--- config.mk ---
export PLATFORM = sky130hd
export DESIGN_NAME = pulse_duration_stretcher_unit_flat
export DESIGN_NICKNAME = d
export VERILOG_FILES = /design/src/design/pds_pkg.sv /design/src/design/pds_in_if.sv /design/src/design/pds_out_if.sv /design/src/design/pds_sub.sv /design/src/design/pds_seq.sv /design/src/design/pulse_duration_stretcher_unit.sv /design/src/flat_wrapper.sv
export SDC_FILE = /design/constraint.sdc
export NUM_CORES = 1
export LEC_CHECK = 0
export ABC_AREA = 1
export BUFFER_PORTS_ARGS = -buffer_cell sky130_fd_sc_hd__buf_2
export CORE_UTILIZATION = 37
export CTS_CLUSTER_DIAMETER = 40
export DETAILED_ROUTE_END_ITERATION = 16
export SYNTH_ARGS = -nofsm -noshare
export SYNTH_HDL_FRONTEND = slang
export SYNTH_SLANG_ARGS = --single-unit
--- constraint.sdc ---
create_clock -name clk -period 14.4 [get_ports clk]
set_clock_uncertainty 0.1 [all_clocks]
set_input_delay 2.88 -clock clk [delete_from_list [all_inputs] [get_ports clk]]
set_output_delay 2.88 -clock clk [all_outputs]
set_load 0.03 [all_outputs]
--- src/design/pds_pkg.sv ---
// Package for the pulse duration stretcher.
// Holds the fixed field widths, register indexes and the configuration type.
// No dependencies.
package pds_pkg;

  localparam int TICK_W = 15;
  localparam int SCALE_W = 16;
  localparam int PROD_W = TICK_W + SCALE_W;
  localparam int CFG_IDX_W = 2;

  localparam logic [CFG_IDX_W-1:0] CFG_MULT = 2'd0;
  localparam logic [CFG_IDX_W-1:0] CFG_DIV = 2'd1;

  typedef struct packed {
    logic [SCALE_W-1:0] mult;
    logic [SCALE_W-1:0] div;
  } cfg_t;

endpackage

--- src/design/pds_in_if.sv ---
// Input channel of the pulse duration stretcher: one pulse per transfer.
// Depends on pds_pkg for the field widths.
interface pds_in_if import pds_pkg::*; ();
  logic              valid;
  logic              ready;
  logic              pulse_level;
  logic [TICK_W-1:0] pulse_ticks;
  logic              source_done;

  modport source (output valid, output pulse_level, output pulse_ticks,
                  output source_done, input ready);
  modport sink (input valid, input pulse_level, input pulse_ticks,
                input source_done, output ready);
endinterface

--- src/design/pds_out_if.sv ---
// Result channel of the pulse duration stretcher: one chunk per transfer.
// Depends on pds_pkg for the field widths.
interface pds_out_if import pds_pkg::*; ();
  logic              valid;
  logic              ready;
  logic              chunk_level;
  logic [TICK_W-1:0] chunk_ticks;
  logic              run_last;
  logic              stream_end;
  logic              clipped;

  modport source (output valid, output chunk_level, output chunk_ticks,
                  output run_last, output stream_end, output clipped, input ready);
  modport sink (input valid, input chunk_level, input chunk_ticks,
                input run_last, input stream_end, input clipped, output ready);
endinterface

--- src/design/pds_sub.sv ---
// Shared subtract-and-compare unit of the pulse duration stretcher.
// No dependencies; used by pds_seq for divide steps and chunk cutting.
module pds_sub #(
  parameter int W = 22
) (
  input  logic [W-1:0] a,
  input  logic [W-1:0] b,
  output logic [W-1:0] diff,
  output logic         borrow
);

  logic [W:0] full;

  assign full   = {1'b0, a} - {1'b0, b};
  assign diff   = full[W-1:0];
  assign borrow = full[W];

endmodule

--- src/design/pds_seq.sv ---
// Sequencer and datapath of the pulse duration stretcher.
// Depends on pds_pkg, pds_in_if, pds_out_if and pds_sub.
module pds_seq import pds_pkg::*; #(
  parameter int MAX_CHUNKS = 64,
  parameter int CHUNK_MAX_TICKS = 32767
) (
  input  logic   clk,
  input  logic   rst_n,
  input  cfg_t   cfg,
  pds_in_if.sink in_ch,
  pds_out_if.source out_ch
);

  localparam int CAP = MAX_CHUNKS * CHUNK_MAX_TICKS;
  localparam int REM_W = $clog2(CAP + 1);
  localparam int ALU_W = (REM_W > SCALE_W + 1) ? REM_W : SCALE_W + 1;
  localparam int CNT_W = $clog2(PROD_W);
  localparam logic [CNT_W-1:0] LAST_STEP = CNT_W'(PROD_W - 1);
  localparam logic [TICK_W-1:0] CHUNK_T = TICK_W'(CHUNK_MAX_TICKS);
  localparam logic [PROD_W-1:0] CAP_P = PROD_W'(CAP);

  localparam logic [2:0] ST_IDLE = 3'd0;
  localparam logic [2:0] ST_MUL  = 3'd1;
  localparam logic [2:0] ST_DIV  = 3'd2;
  localparam logic [2:0] ST_CLIP = 3'd3;
  localparam logic [2:0] ST_EMIT = 3'd4;

  logic [2:0]         state_r, state_nxt;
  logic [CNT_W-1:0]   cnt_r, cnt_nxt;
  logic [PROD_W-1:0]  prod_r, prod_nxt;
  logic [SCALE_W-1:0] prem_r, prem_nxt;
  logic [REM_W-1:0]   left_r, left_nxt;
  logic               level_r, level_nxt;
  logic               done_r, done_nxt;
  logic               clip_r, clip_nxt;

  logic [SCALE_W:0] trial;
  logic [ALU_W-1:0] op_a, op_b, diff;
  logic             borrow;
  logic             last;

  assign trial = {prem_r, prod_r[PROD_W-1]};

  // Steer the shared unit: divide step or chunk cut.
  always_comb begin
    if (state_r == ST_DIV) begin
      op_a = ALU_W'(trial);
      op_b = ALU_W'(cfg.div);
    end else begin
      op_a = ALU_W'(left_r);
      op_b = ALU_W'(CHUNK_T);
    end
  end

  pds_sub #(.W(ALU_W)) u_sub (
    .a      (op_a),
    .b      (op_b),
    .diff   (diff),
    .borrow (borrow)
  );

  assign last = borrow || (diff == '0);

  assign in_ch.ready        = (state_r == ST_IDLE);
  assign out_ch.valid       = (state_r == ST_EMIT);
  assign out_ch.chunk_level = level_r;
  assign out_ch.chunk_ticks = borrow ? TICK_W'(left_r) : CHUNK_T;
  assign out_ch.run_last    = last;
  assign out_ch.stream_end  = last && done_r;
  assign out_ch.clipped     = clip_r;

  always_comb begin
    state_nxt = state_r;
    cnt_nxt   = cnt_r;
    prod_nxt  = prod_r;
    prem_nxt  = prem_r;
    left_nxt  = left_r;
    level_nxt = level_r;
    done_nxt  = done_r;
    clip_nxt  = clip_r;
    unique case (state_r)
      ST_IDLE: begin
        if (in_ch.valid) begin
          prod_nxt  = PROD_W'(in_ch.pulse_ticks);
          level_nxt = in_ch.pulse_level;
          done_nxt  = in_ch.source_done;
          state_nxt = ST_MUL;
        end
      end
      ST_MUL: begin
        prod_nxt  = PROD_W'(prod_r[TICK_W-1:0]) * PROD_W'(cfg.mult);
        prem_nxt  = '0;
        cnt_nxt   = '0;
        state_nxt = ST_DIV;
      end
      ST_DIV: begin
        // Restoring step; quotient bits shift in behind the dividend.
        prem_nxt = borrow ? trial[SCALE_W-1:0] : diff[SCALE_W-1:0];
        prod_nxt = {prod_r[PROD_W-2:0], ~borrow};
        cnt_nxt  = cnt_r + 1'b1;
        if (cnt_r == LAST_STEP) begin
          state_nxt = ST_CLIP;
        end
      end
      ST_CLIP: begin
        clip_nxt  = (prod_r > CAP_P);
        left_nxt  = (prod_r > CAP_P) ? REM_W'(CAP) : prod_r[REM_W-1:0];
        state_nxt = ST_EMIT;
      end
      ST_EMIT: begin
        if (out_ch.ready) begin
          left_nxt = last ? '0 : diff[REM_W-1:0];
          if (last) begin
            state_nxt = ST_IDLE;
          end
        end
      end
      default: begin
        state_nxt = ST_IDLE;
      end
    endcase
  end

  always_ff @(posedge clk) begin
    if (!rst_n) begin
      state_r <= ST_IDLE;
      cnt_r   <= '0;
      left_r  <= '0;
      level_r <= 1'b0;
      done_r  <= 1'b0;
      clip_r  <= 1'b0;
    end else begin
      state_r <= state_nxt;
      cnt_r   <= cnt_nxt;
      left_r  <= left_nxt;
      level_r <= level_nxt;
      done_r  <= done_nxt;
      clip_r  <= clip_nxt;
    end
  end

  always_ff @(posedge clk) begin
    prod_r <= prod_nxt;
    prem_r <= prem_nxt;
  end

  a_busy_after_take: assert property (@(posedge clk) disable iff (!rst_n)
    (in_ch.valid && in_ch.ready) |=> !in_ch.ready)
    else $error("pds_seq: ready while a pulse is in work");

  a_free_after_run: assert property (@(posedge clk) disable iff (!rst_n)
    (out_ch.valid && out_ch.ready && out_ch.run_last) |=> in_ch.ready)
    else $error("pds_seq: not ready after the final chunk");

  a_full_chunk: assert property (@(posedge clk) disable iff (!rst_n)
    (out_ch.valid && !out_ch.run_last) |-> (out_ch.chunk_ticks == CHUNK_T))
    else $error("pds_seq: non-final chunk is not full");

  a_left_cap: assert property (@(posedge clk) disable iff (!rst_n)
    (state_r == ST_EMIT) |-> (left_r <= REM_W'(CAP)))
    else $error("pds_seq: remaining ticks above the cap");

endmodule

--- src/design/pulse_duration_stretcher_unit.sv ---
// Top level of the pulse duration stretcher: configuration registers and
// the sequencer. Depends on pds_pkg, pds_in_if, pds_out_if and pds_seq.
//
//  channel  | direction | handshake    | payload
//  ---------+-----------+--------------+------------------------------------
//  in_ch    | in        | valid/ready  | pulse_level, pulse_ticks, source_done
//  out_ch   | out       | valid/ready  | chunk_level, chunk_ticks, run_last,
//           |           |              | stream_end, clipped
//  cfg_*    | in        | write enable | cfg_idx, cfg_wdata
//
// A pulse is taken in idle, multiplied, then scaled by the 31-step restoring
// divide that runs on the one shared subtractor, clipped to the cap and cut
// into 1 to MAX_CHUNKS chunks, one chunk per cycle while the result side is ready.
// Reset is synchronous, active low; it returns the sequencer to idle and the
// scale registers to 1. A stall on the result side holds the current chunk;
// the input side stays not ready until the final chunk of the run transfers.
module pulse_duration_stretcher_unit import pds_pkg::*; #(
  parameter int MAX_CHUNKS = 64,
  parameter int CHUNK_MAX_TICKS = 32767
) (
  input  logic                 clk,
  input  logic                 rst_n,
  input  logic                 cfg_we,
  input  logic [CFG_IDX_W-1:0] cfg_idx,
  input  logic [SCALE_W-1:0]   cfg_wdata,
  pds_in_if.sink               in_ch,
  pds_out_if.source            out_ch
);

  cfg_t cfg_r, cfg_nxt;

  // Take a register write; drop writes to unknown indexes.
  always_comb begin
    cfg_nxt = cfg_r;
    if (cfg_we) begin
      unique case (cfg_idx)
        CFG_MULT: cfg_nxt.mult = cfg_wdata;
        CFG_DIV:  cfg_nxt.div  = cfg_wdata;
        default:  cfg_nxt      = cfg_r;
      endcase
    end
  end

  always_ff @(posedge clk) begin
    if (!rst_n) begin
      cfg_r.mult <= SCALE_W'(1);
      cfg_r.div  <= SCALE_W'(1);
    end else begin
      cfg_r <= cfg_nxt;
    end
  end

  // A zero divisor needs no special path: the restoring divide then
  // yields an all-ones quotient, which always lands above the cap.
  pds_seq #(
    .MAX_CHUNKS      (MAX_CHUNKS),
    .CHUNK_MAX_TICKS (CHUNK_MAX_TICKS)
  ) u_seq (
    .clk    (clk),
    .rst_n  (rst_n),
    .cfg    (cfg_r),
    .in_ch  (in_ch),
    .out_ch (out_ch)
  );

endmodule

--- src/flat_wrapper.sv ---
// flat-port wrapper written by rule: the top's interface ports become plain ports
module pulse_duration_stretcher_unit_flat import pds_pkg::*;
#(
  parameter int MAX_CHUNKS = 64,
  parameter int CHUNK_MAX_TICKS = 32767
)
  (clk, rst_n, cfg_we, cfg_idx, cfg_wdata, in_ch_valid, in_ch_pulse_level, in_ch_pulse_ticks, in_ch_source_done, in_ch_ready, out_ch_valid, out_ch_chunk_level, out_ch_chunk_ticks, out_ch_run_last, out_ch_stream_end, out_ch_clipped, out_ch_ready);
  pds_in_if in_ch_i ();
  pds_out_if out_ch_i ();
  input  logic clk;
  input  logic rst_n;
  input  logic cfg_we;
  input  logic [CFG_IDX_W-1:0] cfg_idx;
  input  logic [SCALE_W-1:0] cfg_wdata;
  input wire logic [$bits(in_ch_i.valid)-1:0] in_ch_valid;
  input wire logic [$bits(in_ch_i.pulse_level)-1:0] in_ch_pulse_level;
  input wire logic [$bits(in_ch_i.pulse_ticks)-1:0] in_ch_pulse_ticks;
  input wire logic [$bits(in_ch_i.source_done)-1:0] in_ch_source_done;
  output wire logic [$bits(in_ch_i.ready)-1:0] in_ch_ready;
  output wire logic [$bits(out_ch_i.valid)-1:0] out_ch_valid;
  output wire logic [$bits(out_ch_i.chunk_level)-1:0] out_ch_chunk_level;
  output wire logic [$bits(out_ch_i.chunk_ticks)-1:0] out_ch_chunk_ticks;
  output wire logic [$bits(out_ch_i.run_last)-1:0] out_ch_run_last;
  output wire logic [$bits(out_ch_i.stream_end)-1:0] out_ch_stream_end;
  output wire logic [$bits(out_ch_i.clipped)-1:0] out_ch_clipped;
  input wire logic [$bits(out_ch_i.ready)-1:0] out_ch_ready;
  assign in_ch_i.valid = in_ch_valid;
  assign in_ch_i.pulse_level = in_ch_pulse_level;
  assign in_ch_i.pulse_ticks = in_ch_pulse_ticks;
  assign in_ch_i.source_done = in_ch_source_done;
  assign in_ch_ready = in_ch_i.ready;
  assign out_ch_valid = out_ch_i.valid;
  assign out_ch_chunk_level = out_ch_i.chunk_level;
  assign out_ch_chunk_ticks = out_ch_i.chunk_ticks;
  assign out_ch_run_last = out_ch_i.run_last;
  assign out_ch_stream_end = out_ch_i.stream_end;
  assign out_ch_clipped = out_ch_i.clipped;
  assign out_ch_i.ready = out_ch_ready;
  pulse_duration_stretcher_unit #(.MAX_CHUNKS(MAX_CHUNKS), .CHUNK_MAX_TICKS(CHUNK_MAX_TICKS)) u_core (.clk(clk), .rst_n(rst_n), .cfg_we(cfg_we), .cfg_idx(cfg_idx), .cfg_wdata(cfg_wdata), .in_ch(in_ch_i), .out_ch(out_ch_i));
endmodule
* Word-level counts from Yosys, hierarchy flattened
Index checks and enable logic that the tools add are counted.
** Operators by class
- Add/sub/neg operators :: 2
- Multiply operators :: 1
- Magnitude comparators :: 1
- Eq/ne operators :: 10
- Mux-type cells :: 17
- Bitwise logic cells :: 1
- Reduce and logical (&&, ||, !) cells :: 14
** Operators by type and width (number)
- case mux 31 bit (3 select lines) :: 1
- two-way mux 21 bit :: 4
- case mux 21 bit (2 select lines) :: 1
- two-way mux 16 bit :: 2
- case mux 16 bit (2 select lines) :: 1
- greater-than comparator 31 x 21 -> 1 bit (second input constant) :: 1
- multiplier 15 x 16 -> 31 bit :: 1
- two-way mux 31 bit :: 1
- subtractor 21 x 21 -> 22 bit :: 1
- zero test 21 bit :: 1
- two-way mux 15 bit :: 1
- case mux 3 bit (5 select lines) :: 1
- two-way mux 3 bit :: 4
- case mux 5 bit (2 select lines) :: 1
- AND reduction 2 bit :: 5
- == test 3 x 2 -> 1 bit (second input constant) :: 2
- inequality test 2 x 1 -> 1 bit (second input constant) :: 3
- adder 5 x 1 -> 5 bit (second input constant) :: 1
- == test 5 bit (second input constant) :: 1
- AND reduction 4 bit :: 1
- nonzero test 2 bit :: 2
- == test 3 x 1 -> 1 bit (second input constant) :: 1
- == test 3 bit (second input constant) :: 1
- zero test 3 bit :: 1
- other kinds (7) :: 7
** Storage, ports and cells
- Register bits after elaboration :: 111
- Bits of input ports :: 40
- Output and inout port bits :: 21
- Logic and storage cells :: 56

* Longest topological paths before layout
Gate-level depths: netlist of run 1.
- Depth after elaboration :: 8
- Mapped depth :: 28
- Mapped depth without buffers :: 26

* Cells and area by module
A second synthesis of run 1 with hierarchy kept.
** Second synthesis, totals
- Cell total of the unflattened synthesis :: 2394
- Area total of the unflattened synthesis :: 16271.9 µm²
** By module, submodules not included
- pds_seq :: instances 1, cells an instance 1897, area each 13377.8 µm², seq. area each 2052.0 µm²
- pds_sub :: instances 1, cells an instance 292, area each 1503.9 µm², seq. area each 0.0 µm²
- pulse_duration_stretcher_unit :: instances 1, cells an instance 205, area each 1390.1 µm², seq. area each 640.6 µm²

* Least setup slack after synthesis of run 1
OpenSTA, ideal clock, no wires.
- Path kind :: register to output
- Start point :: register u_core.u_seq.state_r[2]
- End point :: output port out_ch_stream_end
- Arrival time :: 3.128 ns
- Data required time :: 11.420 ns
- Slack :: 8.292 ns
- Cell stages (with the launch flop) :: 23
- Path buffers :: 2
- Path through :: dfxtp_1 > nor2_4 > nand2_4 > clkbuf_1 > clkbuf_1 > o21ai_0 > ha_1 > inv_1 > fa_1 > nand2_1 > nand2_1 > nand3_1 > nand2_1 > nand2_1 > nand2_1 > nand2_1 > nand2_1 > nand2_1 > nor2_1 > nand2_1 > nor2_2 > a21oi_1 > nor2_1
** Between the ends
- Cells in the longest elaborated chain, start to end :: 6
- Elaborated cells on any way between the ends :: 7
- Classes of those cells :: add/sub: 1; eq/ne: 1; mux: 2; reduce/logical: 3
** RTL lines
- from (decl) :: RTL line pds_seq.sv:28 : logic [2:0] state_r, state_nxt;
- from (signal assigned) :: RTL line pds_seq.sv:133 : state_r <= state_nxt;
- == test 3 x 2 -> 1 bit (*) :: RTL line pds_seq.sv:46 : if (state_r == ST_DIV) begin
- two-way mux 21 bit or two-way mux 16 bit (tied branches) :: RTL line pds_seq.sv:46
- subtractor 21 x 21 -> 22 bit (*) :: RTL line pds_sub.sv:14 : assign full = {1'b0, a} - {1'b0, b};
- zero test 21 bit :: RTL line pds_seq.sv:62 : assign last = borrow || (diff == '0);
- logical OR 1 bit (*) :: RTL line pds_seq.sv:62
- logical AND 1 bit (*) :: RTL line pds_seq.sv:69 : assign out_ch.stream_end = last && done_r;
- to (decl) :: RTL line flat_wrapper.sv:24 : output wire logic [$bits(out_ch_i.stream_end)-1:0] out_ch_stream_end;
Mark *: on every way between the ends. The rest lies on a longest branch, timed or not.

* Worst setup path in the final report of run 1
- Start point :: register u_core.u_seq.state_r[1]
- End point :: output port out_ch_stream_end
Same word-level chain as after synthesis.

==> qor_table.md, run 1 <==
| Step | Item | Reported |
| --- | --- | --- |
| clock network | Clock-pin transition on the worst setup and hold timing paths | 0.08 ns |
| route | Highest metal layer used by the detailed router | met4 |
| run | Max Cap Violations | 0 |
| clock network | CTS H-tree depth | 3 |
| sta | Unrepaired setup endpoints after global routing | no |
| floorplanning | Die Y | 200.6 um |
| sta | Worst hold slack | 0.3657 ns |
| yosys | Post-Synthesis Cells | 2,035 |
| route | Post-route DRC | 0 |
| sta | Least-Margin Pin Slew | 1.206 ns |
| yosys | Cell accounting for the most synthesized area | sky130_fd_sc_hd__fa_1 |
| yosys | Syn Nets | 2,369 |
| sta | Slew headroom | 19.42% |
| global route | Maximum number of pins on one net before global-route repair | 61 |
| worst setup path | Critical Path End Type | output port |
| clock network | CTS max path bufs | 2 |
| route | Average wire length per cell after detail routing | 17.15 um |
| place | Worst setup slack before clock tree synthesis | 7.309 ns |
| worst setup path | Largest stage delay on the critical path | 0.69 ns |
| global route | Overall Global Routing Usage | 22.52% |
| yosys | Area share of and/or/nand/nor cells after synthesis | 22.51% |
| worst setup path | Ordered list of cells on the worst path | nand2_1 > nor2_4 > buf_4 > nand2_1 > o21ai_0 > ha_1 > nand2_1 > inv_1 > nand2_1 > inv_1 > a21oi_1 > nand2_1 > nand4_1 > nand2_2 > inv_1 > a21oi_1 > nor2_1 > buf_2 |
| yosys | Multiplexer share of the synthesized area | 0% |
| clock network | Number of clock buffers inserted by TritonCTS | 9 |
| clock network | Clock latency reported for the late side of the worst-skew pair | 0.38 ns |
| yosys | Arithmetic-cell share of the synthesized area counting full adders, half adders and majority gates | 34.53% |
| clock network | Clock tree from TritonCTS | built |
| route | Total Wirelength | 43,810 um |
| yosys | Number of storage elements in the synthesis netlist | 111 |
| sta | Ratio of final minimum period to clock period | 52.03% |
| worst setup path | Crit start category | flip-flop |
| worst setup path | Crit path required time | 11.42 ns |
| clock network | Count of hold-fix buffers inserted at cts | 0 |
| place | Sum of net half-perimeters after detailed placement | 34,540 um |
| worst setup path | Library cell appearing most often on the critical path | sky130_fd_sc_hd__nand2_1 |
| worst setup path | Worst Path Arrival | 4.51 ns |
| yosys | Average footprint of a synthesized cell | 7.170 um^2 |
| sta | Fin. Hold Viols | 0 |
| worst hold path | Hold crit path type | reg2reg |
| floorplanning | Starting density of the core | 37.66% |
| power and ir drop | LEAKAGE | 0.008868 uW |
| clock network | Root buffer selected by CTS | sky130_fd_sc_hd__clkbuf_16 |
| route | Total via count after detailed routing | 12,870 |
| route | Vias per Instance | 5.039 |
| place | Count of buffers inserted at the top-level ports | 60 |
| worst setup path | Slowest cell on the critical path | sky130_fd_sc_hd__inv_1 |
| yosys | Compound-gate portion of the synthesized area | 9.305% |
| yosys | Ys flop type | sky130_fd_sc_hd__dfxtp_1 |
| power and ir drop | Power Density | 171.7 nW/um^2 |
| route | Post-Route M1 WL | 20,280 um |
| global route | Number of global-route vias before repair | 12,950 |
| route | Detailed-router iteration count before antenna repair | 5 |
| worst setup path | Critical Setup Path Class | reg2out |
| worst setup path | Buf+Inv Stages, Crit Path | 5 |
| clock network | Number of sinks on the clock net | 111 |
| sta | Sum Neg Setup Slack | 0 ns |
| finish | Final Net Count | 2,365 |
| floorplanning | Number of top-level design ports | 61 |
| yosys | Combinational family with the most area after synthesis | adder cells |
| global route | Wire length of the first global-routing pass | 71,060 um |
| sta | Setup WS post-layout | 6.908 ns |
| worst setup path | Max Fanout on Critical Path | 60 |
| floorplanning | Cell row count | 72 |
| route | Number of DRC violations after detailed-routing iteration 0 | 1,092 |
| yosys | Netlist cell types | 42 |
| route | Length of routed met3 wiring | 2996 um |
| yosys | Post-synth EDFFs | 47 |
| sta | Number of endpoints failing setup at the final stage | 0 |
| global route | Initial antenna violation count | 0 |
| finish | Filler instances | 4,050 |
| floorplanning | Horizontal extent of the die | 200.6 um |
| yosys | Async set-reset flop share out of synthesis | 0% |
| yosys | Netlist area before placement | 14,590 um^2 |
| yosys | Share of synthesized area occupied by flip-flops and latches | 18.45% |
| finish | Layout cell share with drive strength beyond 1 | 5.992% |
| sta | Maximum clock frequency | 133.5 MHz |
| sta | Number of slew-limit violations in the final report | 0 |
| clock network | Number of cells upsized or downsized after cts | 0 |
| power and ir drop | IR drop worst, VDD | 0.0001177 V |
| yosys | Top area cells in the synthesized netlist | sky130_fd_sc_hd__fa_1, sky130_fd_sc_hd__nand2_1, sky130_fd_sc_hd__inv_1, sky130_fd_sc_hd__ha_1, sky130_fd_sc_hd__edfxtp_1 |
| floorplanning | Die Footprint | 40,230 um^2 |
| place | Instance count after placement with tap cells included | 2,538 |
| yosys | Share of the synthesized area in the top cell type | 24.83% |
| finish | Number of cells in the finished layout apart from fillers | 2,554 |
| route | Post-detailed-route count of antenna-violating nets | 0 |
| sta | Final critical-path required period | 7.492 ns |
| global route | Total global routing overflow | 0 |
| worst setup path | Largest delay contributor family on the critical path | buffers and inverters |
| place | Routability Congestion | 0.9111 |
| status | Result of the run | finished, final reports clean |
| finish | Ant. Diodes | 0 |
| finish | Area growth from synthesis to layout | 7.212% |
| yosys | Xor-xnor portion of the synthesized cell area | 0.6003% |
| floorplanning | Core Region | 38,740 um^2 |
| clock network | Postcts setup bufs | 0 |
| yosys | Number of synthesis warnings | 0 |
| route | Met2 WL | 19,840 um |
[report_power, final]
| part | leakage, uW | internal (uW) | total, uW | switching [uW] |
|---|---|---|---|---|
| clock | 0.000151 | 126 | 268 | 142 |
| sequential | 0.000994 | 433 | 547 | 114 |
| combinational | 0.00772 | 603 | 1870 | 1270 |
[cells by family after synthesis]
| family | after synthesis |
|---|---|
| AO/OA/AOI/OAI | 248 |
| AND/OR/NAND/NOR | 809 |
| adder cells (fa/ha/maj) | 294 |
| XOR/XNOR | 10 |
| flip-flops | 111 |
| buffers and inverters | 563 |
[path summary, 6_finish.rpt]
| check | to | slack, ns | start | cells after the start |
|---|---|---|---|---|
| setup / recovery | out_ch_stream_end | 6.91 | u_core.u_seq.state_r[1] | 18 |
| hold / removal | u_core.u_seq.out_ch.chunk_level | 0.37 | u_core.u_seq.out_ch.chunk_level | 2 |
| setup reg to reg | u_core.u_seq.prod_r[27] | 7.71 | u_core.u_seq.prod_r[8] | 21 |
| hold reg to reg | u_core.u_seq.out_ch.chunk_level | 0.37 | u_core.u_seq.out_ch.chunk_level | 2 |
[state kept, by name (all words and copies together) (netlist names)]
| name | cells |
|---|---|
| u_core.u_seq.state_r | 3 |
| u_core.u_seq.left_r | 21 |
| u_core.u_seq.prem_r | 16 |
| u_core.u_seq.cnt_r | 5 |
| u_core.u_seq.out_ch.chunk_level | 1 |
| u_core.u_seq.prod_r | 31 |
| u_core.cfg_r | 32 |
| u_core.u_seq.out_ch.clipped | 1 |
| u_core.u_seq.done_r | 1 |
[worst reg2reg max path: cells and delay by family, from the launching register on]
family,cells,cell delay (ns)
compound gates,3,0.93
fa+ha+maj,7,3.40
buf+inv,4,0.26
flops,1,0.94
simple gates,7,0.82
[synthesized netlist by cell type (2+ instances only)]
cell type / instances
sky130_fd_sc_hd__nor2_2: 2
sky130_fd_sc_hd__o211ai_1: 4
sky130_fd_sc_hd__xnor2_1: 4
sky130_fd_sc_hd__buf_1: 7
sky130_fd_sc_hd__xor2_1: 6
sky130_fd_sc_hd__a21boi_0: 5
sky130_fd_sc_hd__nand4_1: 13
sky130_fd_sc_hd__nor3_2: 2
sky130_fd_sc_hd__and2_1: 2
sky130_fd_sc_hd__nand2_1: 543
sky130_fd_sc_hd__nand3b_1: 6
sky130_fd_sc_hd__a21oi_1: 68
sky130_fd_sc_hd__o21a_1: 4
sky130_fd_sc_hd__or2_2: 10
sky130_fd_sc_hd__nor2_1: 134
sky130_fd_sc_hd__fa_1: 181
sky130_fd_sc_hd__nand3_1: 82
sky130_fd_sc_hd__nor4_1: 5
sky130_fd_sc_hd__inv_1: 461
sky130_fd_sc_hd__dfxtp_1: 64
sky130_fd_sc_hd__o21bai_1: 4
sky130_fd_sc_hd__edfxtp_1: 47
sky130_fd_sc_hd__ha_1: 113
sky130_fd_sc_hd__o21ai_0: 123
sky130_fd_sc_hd__clkbuf_1: 84
sky130_fd_sc_hd__a21o_1: 5
sky130_fd_sc_hd__a22oi_1: 10
sky130_fd_sc_hd__buf_2: 7
sky130_fd_sc_hd__nand2_2: 3
sky130_fd_sc_hd__a31oi_1: 21
sky130_fd_sc_hd__nor3_1: 4
[layout by cell type, fill, tap and decap left out, types with 5 or more instances in the layout]
master                      instances
sky130_fd_sc_hd__a22oi_1           10
sky130_fd_sc_hd__xor2_1             6
sky130_fd_sc_hd__buf_4             24
sky130_fd_sc_hd__a31oi_1           21
sky130_fd_sc_hd__ha_1             113
sky130_fd_sc_hd__nor4_1             5
sky130_fd_sc_hd__buf_2             60
sky130_fd_sc_hd__a21o_1             5
sky130_fd_sc_hd__nand3_1           82
sky130_fd_sc_hd__edfxtp_1          47
sky130_fd_sc_hd__clkbuf_16          9
sky130_fd_sc_hd__fa_1             181
sky130_fd_sc_hd__inv_1            461
sky130_fd_sc_hd__nor2_1           133
sky130_fd_sc_hd__a21oi_1           68
sky130_fd_sc_hd__or2_2             10
sky130_fd_sc_hd__a21boi_0           5
sky130_fd_sc_hd__o21ai_0          123
sky130_fd_sc_hd__nand2_1          543
sky130_fd_sc_hd__dfxtp_1           64
sky130_fd_sc_hd__nand3b_1           6
sky130_fd_sc_hd__nand4_1           13
[layer usage]
metal,track usage [%],vias to the layer above
li1,-,6144
met2,36.26,452
met4,4.471,0
met3,3.019,48
met5,0,-
met1,32.31,6225
[through the flow]
stage               instance area [um^2]  total power [uW]  utilization, %
global route                       15640              2968           40.38
floorplan                          14590              1819               -
global placement                   15340              2385           39.60
detailed placement                 15340              2386           39.60
finish                             15640              2686           40.38
CTS                                15640              2678           40.38
[final cells by class]
class / count / area (um^2) / share of cell area (%)
Sequential cell: 111 / 2693 / 17.21
Multi-Input combinational cell: 1361 / 9774 / 62.49
Clock inverter: 7 / 78.83 / 0.5039
Tap cell: 518 / 648.1 / 4.143
Clock buffer: 9 / 225.2 / 1.440
Timing Repair Buffer: 84 / 480.5 / 3.072
Inverter: 464 / 1743 / 11.14
(Power assumes the default switching activity.)
==> run 2, diff against run 1 <==
- clock period: 14.4 -> 7.6 ns (I/O delays scaled with it)
==> run 2 against run 1 <==
Worst setup slack lost 5.9 ns. Critical path depth grew 6. Sequential share of layout area grew 0.091 points. Final cell count shrank 0.59%. Critical endpoint is now u_core.u_seq.prod_r[23].
==> qor_table.md, run 2 (synthesis gave the netlist of run 1 again) <==
| Step | Item | Reported | vs previous |
| --- | --- | --- | --- |
| status | Result of the run | finished, final reports clean |  |
| global route | Initial antenna violation count | 1 | +1 |
| floorplanning | Cell row count | 72 | unchanged |
| finish | Most common cell after layout, fill and taps aside | sky130_fd_sc_hd__nand2_1 |  |
| sta | Fin. Hold Viols | 0 | unchanged |
| power and ir drop | Power Density | 322.4 nW/um^2 | +88% |
| finish | Post-route cell area | 15,560 um^2 | -0.53% |
| worst setup path | Max Fanout on Critical Path | 19 | -68% |
| floorplanning | Horizontal extent of the die | 200.6 um | unchanged |
| power and ir drop | Power Internal | 2202 uW | +89% |
| floorplanning | Starting density of the core | 37.66% | unchanged |
| route | Number of DRC violations after detailed-routing iteration 0 | 1,042 | -4.6% |
| clock network | Number of cells upsized or downsized after cts | 0 | unchanged |
| worst setup path | Library cell appearing most often on the critical path | sky130_fd_sc_hd__inv_1 |  |
| run | Max Cap Violations | 0 | unchanged |
| finish | Final Net Count | 2,350 | -0.63% |
| power and ir drop | IR drop worst, VDD | 0.0001543 V | +31% |
| clock network | Number of sinks on the clock net | 111 | unchanged |
| finish | Area growth from synthesis to layout | 6.646% |  |
| worst setup path | Critical Path End Type | flip-flop |  |
| global route | Number of global-route vias before repair | 13,100 | +1.2% |
| power and ir drop | Power spent charging and discharging nets | 2815 uW | +85% |
| floorplanning | Die Footprint | 40,230 um^2 | unchanged |
| route | Total via count after detailed routing | 12,830 | -0.30% |
| sta | Ratio of final minimum period to clock period | 86.39% |  |
| route | Total Wirelength | 43,120 um | -1.6% |
| sta | Number of slew-limit violations in the final report | 0 | unchanged |
| place | Count of buffers inserted at the top-level ports | 60 | unchanged |
| power and ir drop | LEAKAGE | 0.008804 uW | -0.72% |
| clock network | Postcts setup bufs | 0 | unchanged |
| finish | Largest register FFs | 32 | unchanged |
| worst setup path | Critical Setup Path Class | reg2reg |  |
| clock network | Root buffer selected by CTS | sky130_fd_sc_hd__clkbuf_16 |  |
| clock network | Number of clock buffers inserted by TritonCTS | 9 | unchanged |
| sta | Least-Margin Pin Slew | 1.067 ns | -0.1384 ns |
| route | Average wire length per cell after detail routing | 16.98 um | -1.0% |
| worst setup path | Slowest cell on the critical path | sky130_fd_sc_hd__edfxtp_1 |  |
| worst setup path | Worst Path Arrival | 6.60 ns | +2.09 ns |
| sta | Unrepaired setup endpoints after global routing | no |  |
| clock network | CTS H-tree depth | 3 | unchanged |
| floorplanning | Number of top-level design ports | 61 | unchanged |
| global route | Total global routing overflow | 0 | unchanged |
| floorplanning | Core Region | 38,740 um^2 | unchanged |
| worst setup path | Crit start category | flip-flop |  |
| sta | Final critical-path required period | 6.566 ns |  |
| clock network | Clock tree from TritonCTS | built |  |
| power and ir drop | Share of total power in sequential cells | 23.6% | +3.2 points |
| clock network | Count of hold-fix buffers inserted at cts | 0 | unchanged |
| finish | Layout cell share with drive strength beyond 1 | 5.245% | -0.75 points |
| route | Detailed-router iteration count before antenna repair | 6 | +1 |
| power and ir drop | Comb pwr share | 65.5% | -4.2 points |
| worst hold path | Hold crit path type | reg2reg |  |
| finish | Registers with the most flip-flops | u_core.cfg_r: 32 flops, u_core.u_seq.prod_r: 31 flops, u_core.u_seq.left_r: 21 flops |  |
| global route | Wire length of the first global-routing pass | 69,630 um | -2.0% |
| route | Post-detailed-route count of antenna-violating nets | 0 | unchanged |
| finish | Register with the most flip-flops | u_core.cfg_r |  |
| power and ir drop | Portion of total power attributed to the clock network | 10.8% | +0.8 points |
| clock network | CTS max path bufs | 2 | unchanged |
| worst setup path | Crit path required time | 7.64 ns | -3.78 ns |
| finish | Most used cells in the layout excluding fill and tap cells | sky130_fd_sc_hd__nand2_1, sky130_fd_sc_hd__inv_1, sky130_fd_sc_hd__fa_1, sky130_fd_sc_hd__nor2_1, sky130_fd_sc_hd__o21ai_0 |  |
| route | Post-route DRC | 0 | unchanged |
| place | Sum of net half-perimeters after detailed placement | 33,450 um | -3.1% |
| clock network | Clock latency reported for the late side of the worst-skew pair | 0.40 ns | +0.02 ns |
| global route | Overall Global Routing Usage | 22.07% | -0.45 points |
| route | Vias per Instance | 5.053 | +0.29% |
| place | Post-Place Cell Area | 15,230 um^2 | -0.73% |
| worst setup path | Ordered list of cells on the worst path | nand2_1 > inv_1 > fa_1 > inv_1 > fa_1 > inv_1 > fa_1 > inv_1 > fa_1 > inv_1 > fa_1 > inv_1 > fa_1 > inv_1 > ha_1 > nand2_1 > o21ai_0 > a21boi_0 > o21bai_1 > nand2_1 > nand2_1 > nand2_1 > nand3_1 > nand2_1 |  |
| floorplanning | Die Y | 200.6 um | unchanged |
| clock network | Clock-pin transition on the worst setup and hold timing paths | 0.09 ns | about the same |
| finish | Ant. Diodes | 0 | unchanged |
| worst setup path | Largest stage delay on the critical path | 0.74 ns | +0.05 ns |
| power and ir drop | Switching fraction of total power | 56.11% | -0.60 points |
| global route | Maximum number of pins on one net before global-route repair | 60 | -1.6% |
| sta | Sum Neg Setup Slack | 0 ns | unchanged |
| sta | Number of endpoints failing setup at the final stage | 0 | unchanged |
| sta | Maximum clock frequency | 152.3 MHz |  |
| place | Routability Congestion | 0.9189 | +0.86% |
| sta | Slew headroom | 28.67% | +9.2 points |
## run 2: worst paths after layout
check                                                     start                              end  slack (ns)  cells past startpoint
worst max-delay path                     u_core.u_seq.prod_r[4]          u_core.u_seq.prod_r[23]        1.03                     24
worst min-delay path            u_core.u_seq.out_ch.chunk_level  u_core.u_seq.out_ch.chunk_level        0.38                      2
worst max register to register           u_core.u_seq.prod_r[4]          u_core.u_seq.prod_r[23]        1.03                     24
worst min register to register  u_core.u_seq.out_ch.chunk_level  u_core.u_seq.out_ch.chunk_level        0.38                      2
## run 2: critical path, delay by kind of cell, from the launching register on
family,cells,cell delay [ns]
compound gates,3,0.98
fa+ha+maj,7,3.44
buf+inv,7,0.40
flops,1,0.74
simple gates,7,0.67
## run 2: cell type report
| type | instances | area [um^2] |
|---|---|---|
| repair buffers | 69 | 367.9 |
| clock buffers | 12 | 279.0 |
| flip-flops and latches | 111 | 2693 |
| clock inverters | 4 | 55.05 |
| multi-input cells | 1361 | 9774 |
| fillers | 4036 | 23180 |
| inverters | 464 | 1743 |
| well taps | 518 | 648.1 |
## run 2: power by group through the flow
stage	clock network, uW	registers [uW]	logic (uW)
6_report	543	1190	3290
5_1_grt	574	1210	3770
4_1_cts	560	1180	3300
3_5_place_dp	0	1190	3270
3_3_place_gp	0	1180	3230
2_1_floorplan	0	873	2570
## run 2: per-layer routing
metal | vias to the layer above | track usage [%] | share of wire (%)
met5 | - | 0 | 0.021
met4 | 2 | 8.506 | 3.7
met3 | 91 | 2.516 | 5.7
met2 | 421 | 36.94 | 47
met1 | 6190 | 29.19 | 44
li1 | 6126 | - | -
## run 2: metrics by stage
| stage | std cells | worst slack [ns] | hold WS [ns] | utilization, % | power, uW |
|---|---|---|---|---|---|
| 2_1_floorplan | 2035 | 1.696 | 0.3214 | - | 3447 |
| 3_3_place_gp | 2523 | 1.204 | 0.3353 | 39.31 | 4407 |
| 3_5_place_dp | 2523 | 1.108 | 0.3529 | 39.31 | 4461 |
| 4_1_cts | 2539 | 1.041 | 0.3733 | 40.17 | 5044 |
| 5_1_grt | 2539 | 0.6547 | 0.3952 | 40.17 | 5547 |
| 6_report | 2539 | 1.034 | 0.3773 | 40.17 | 5017 |
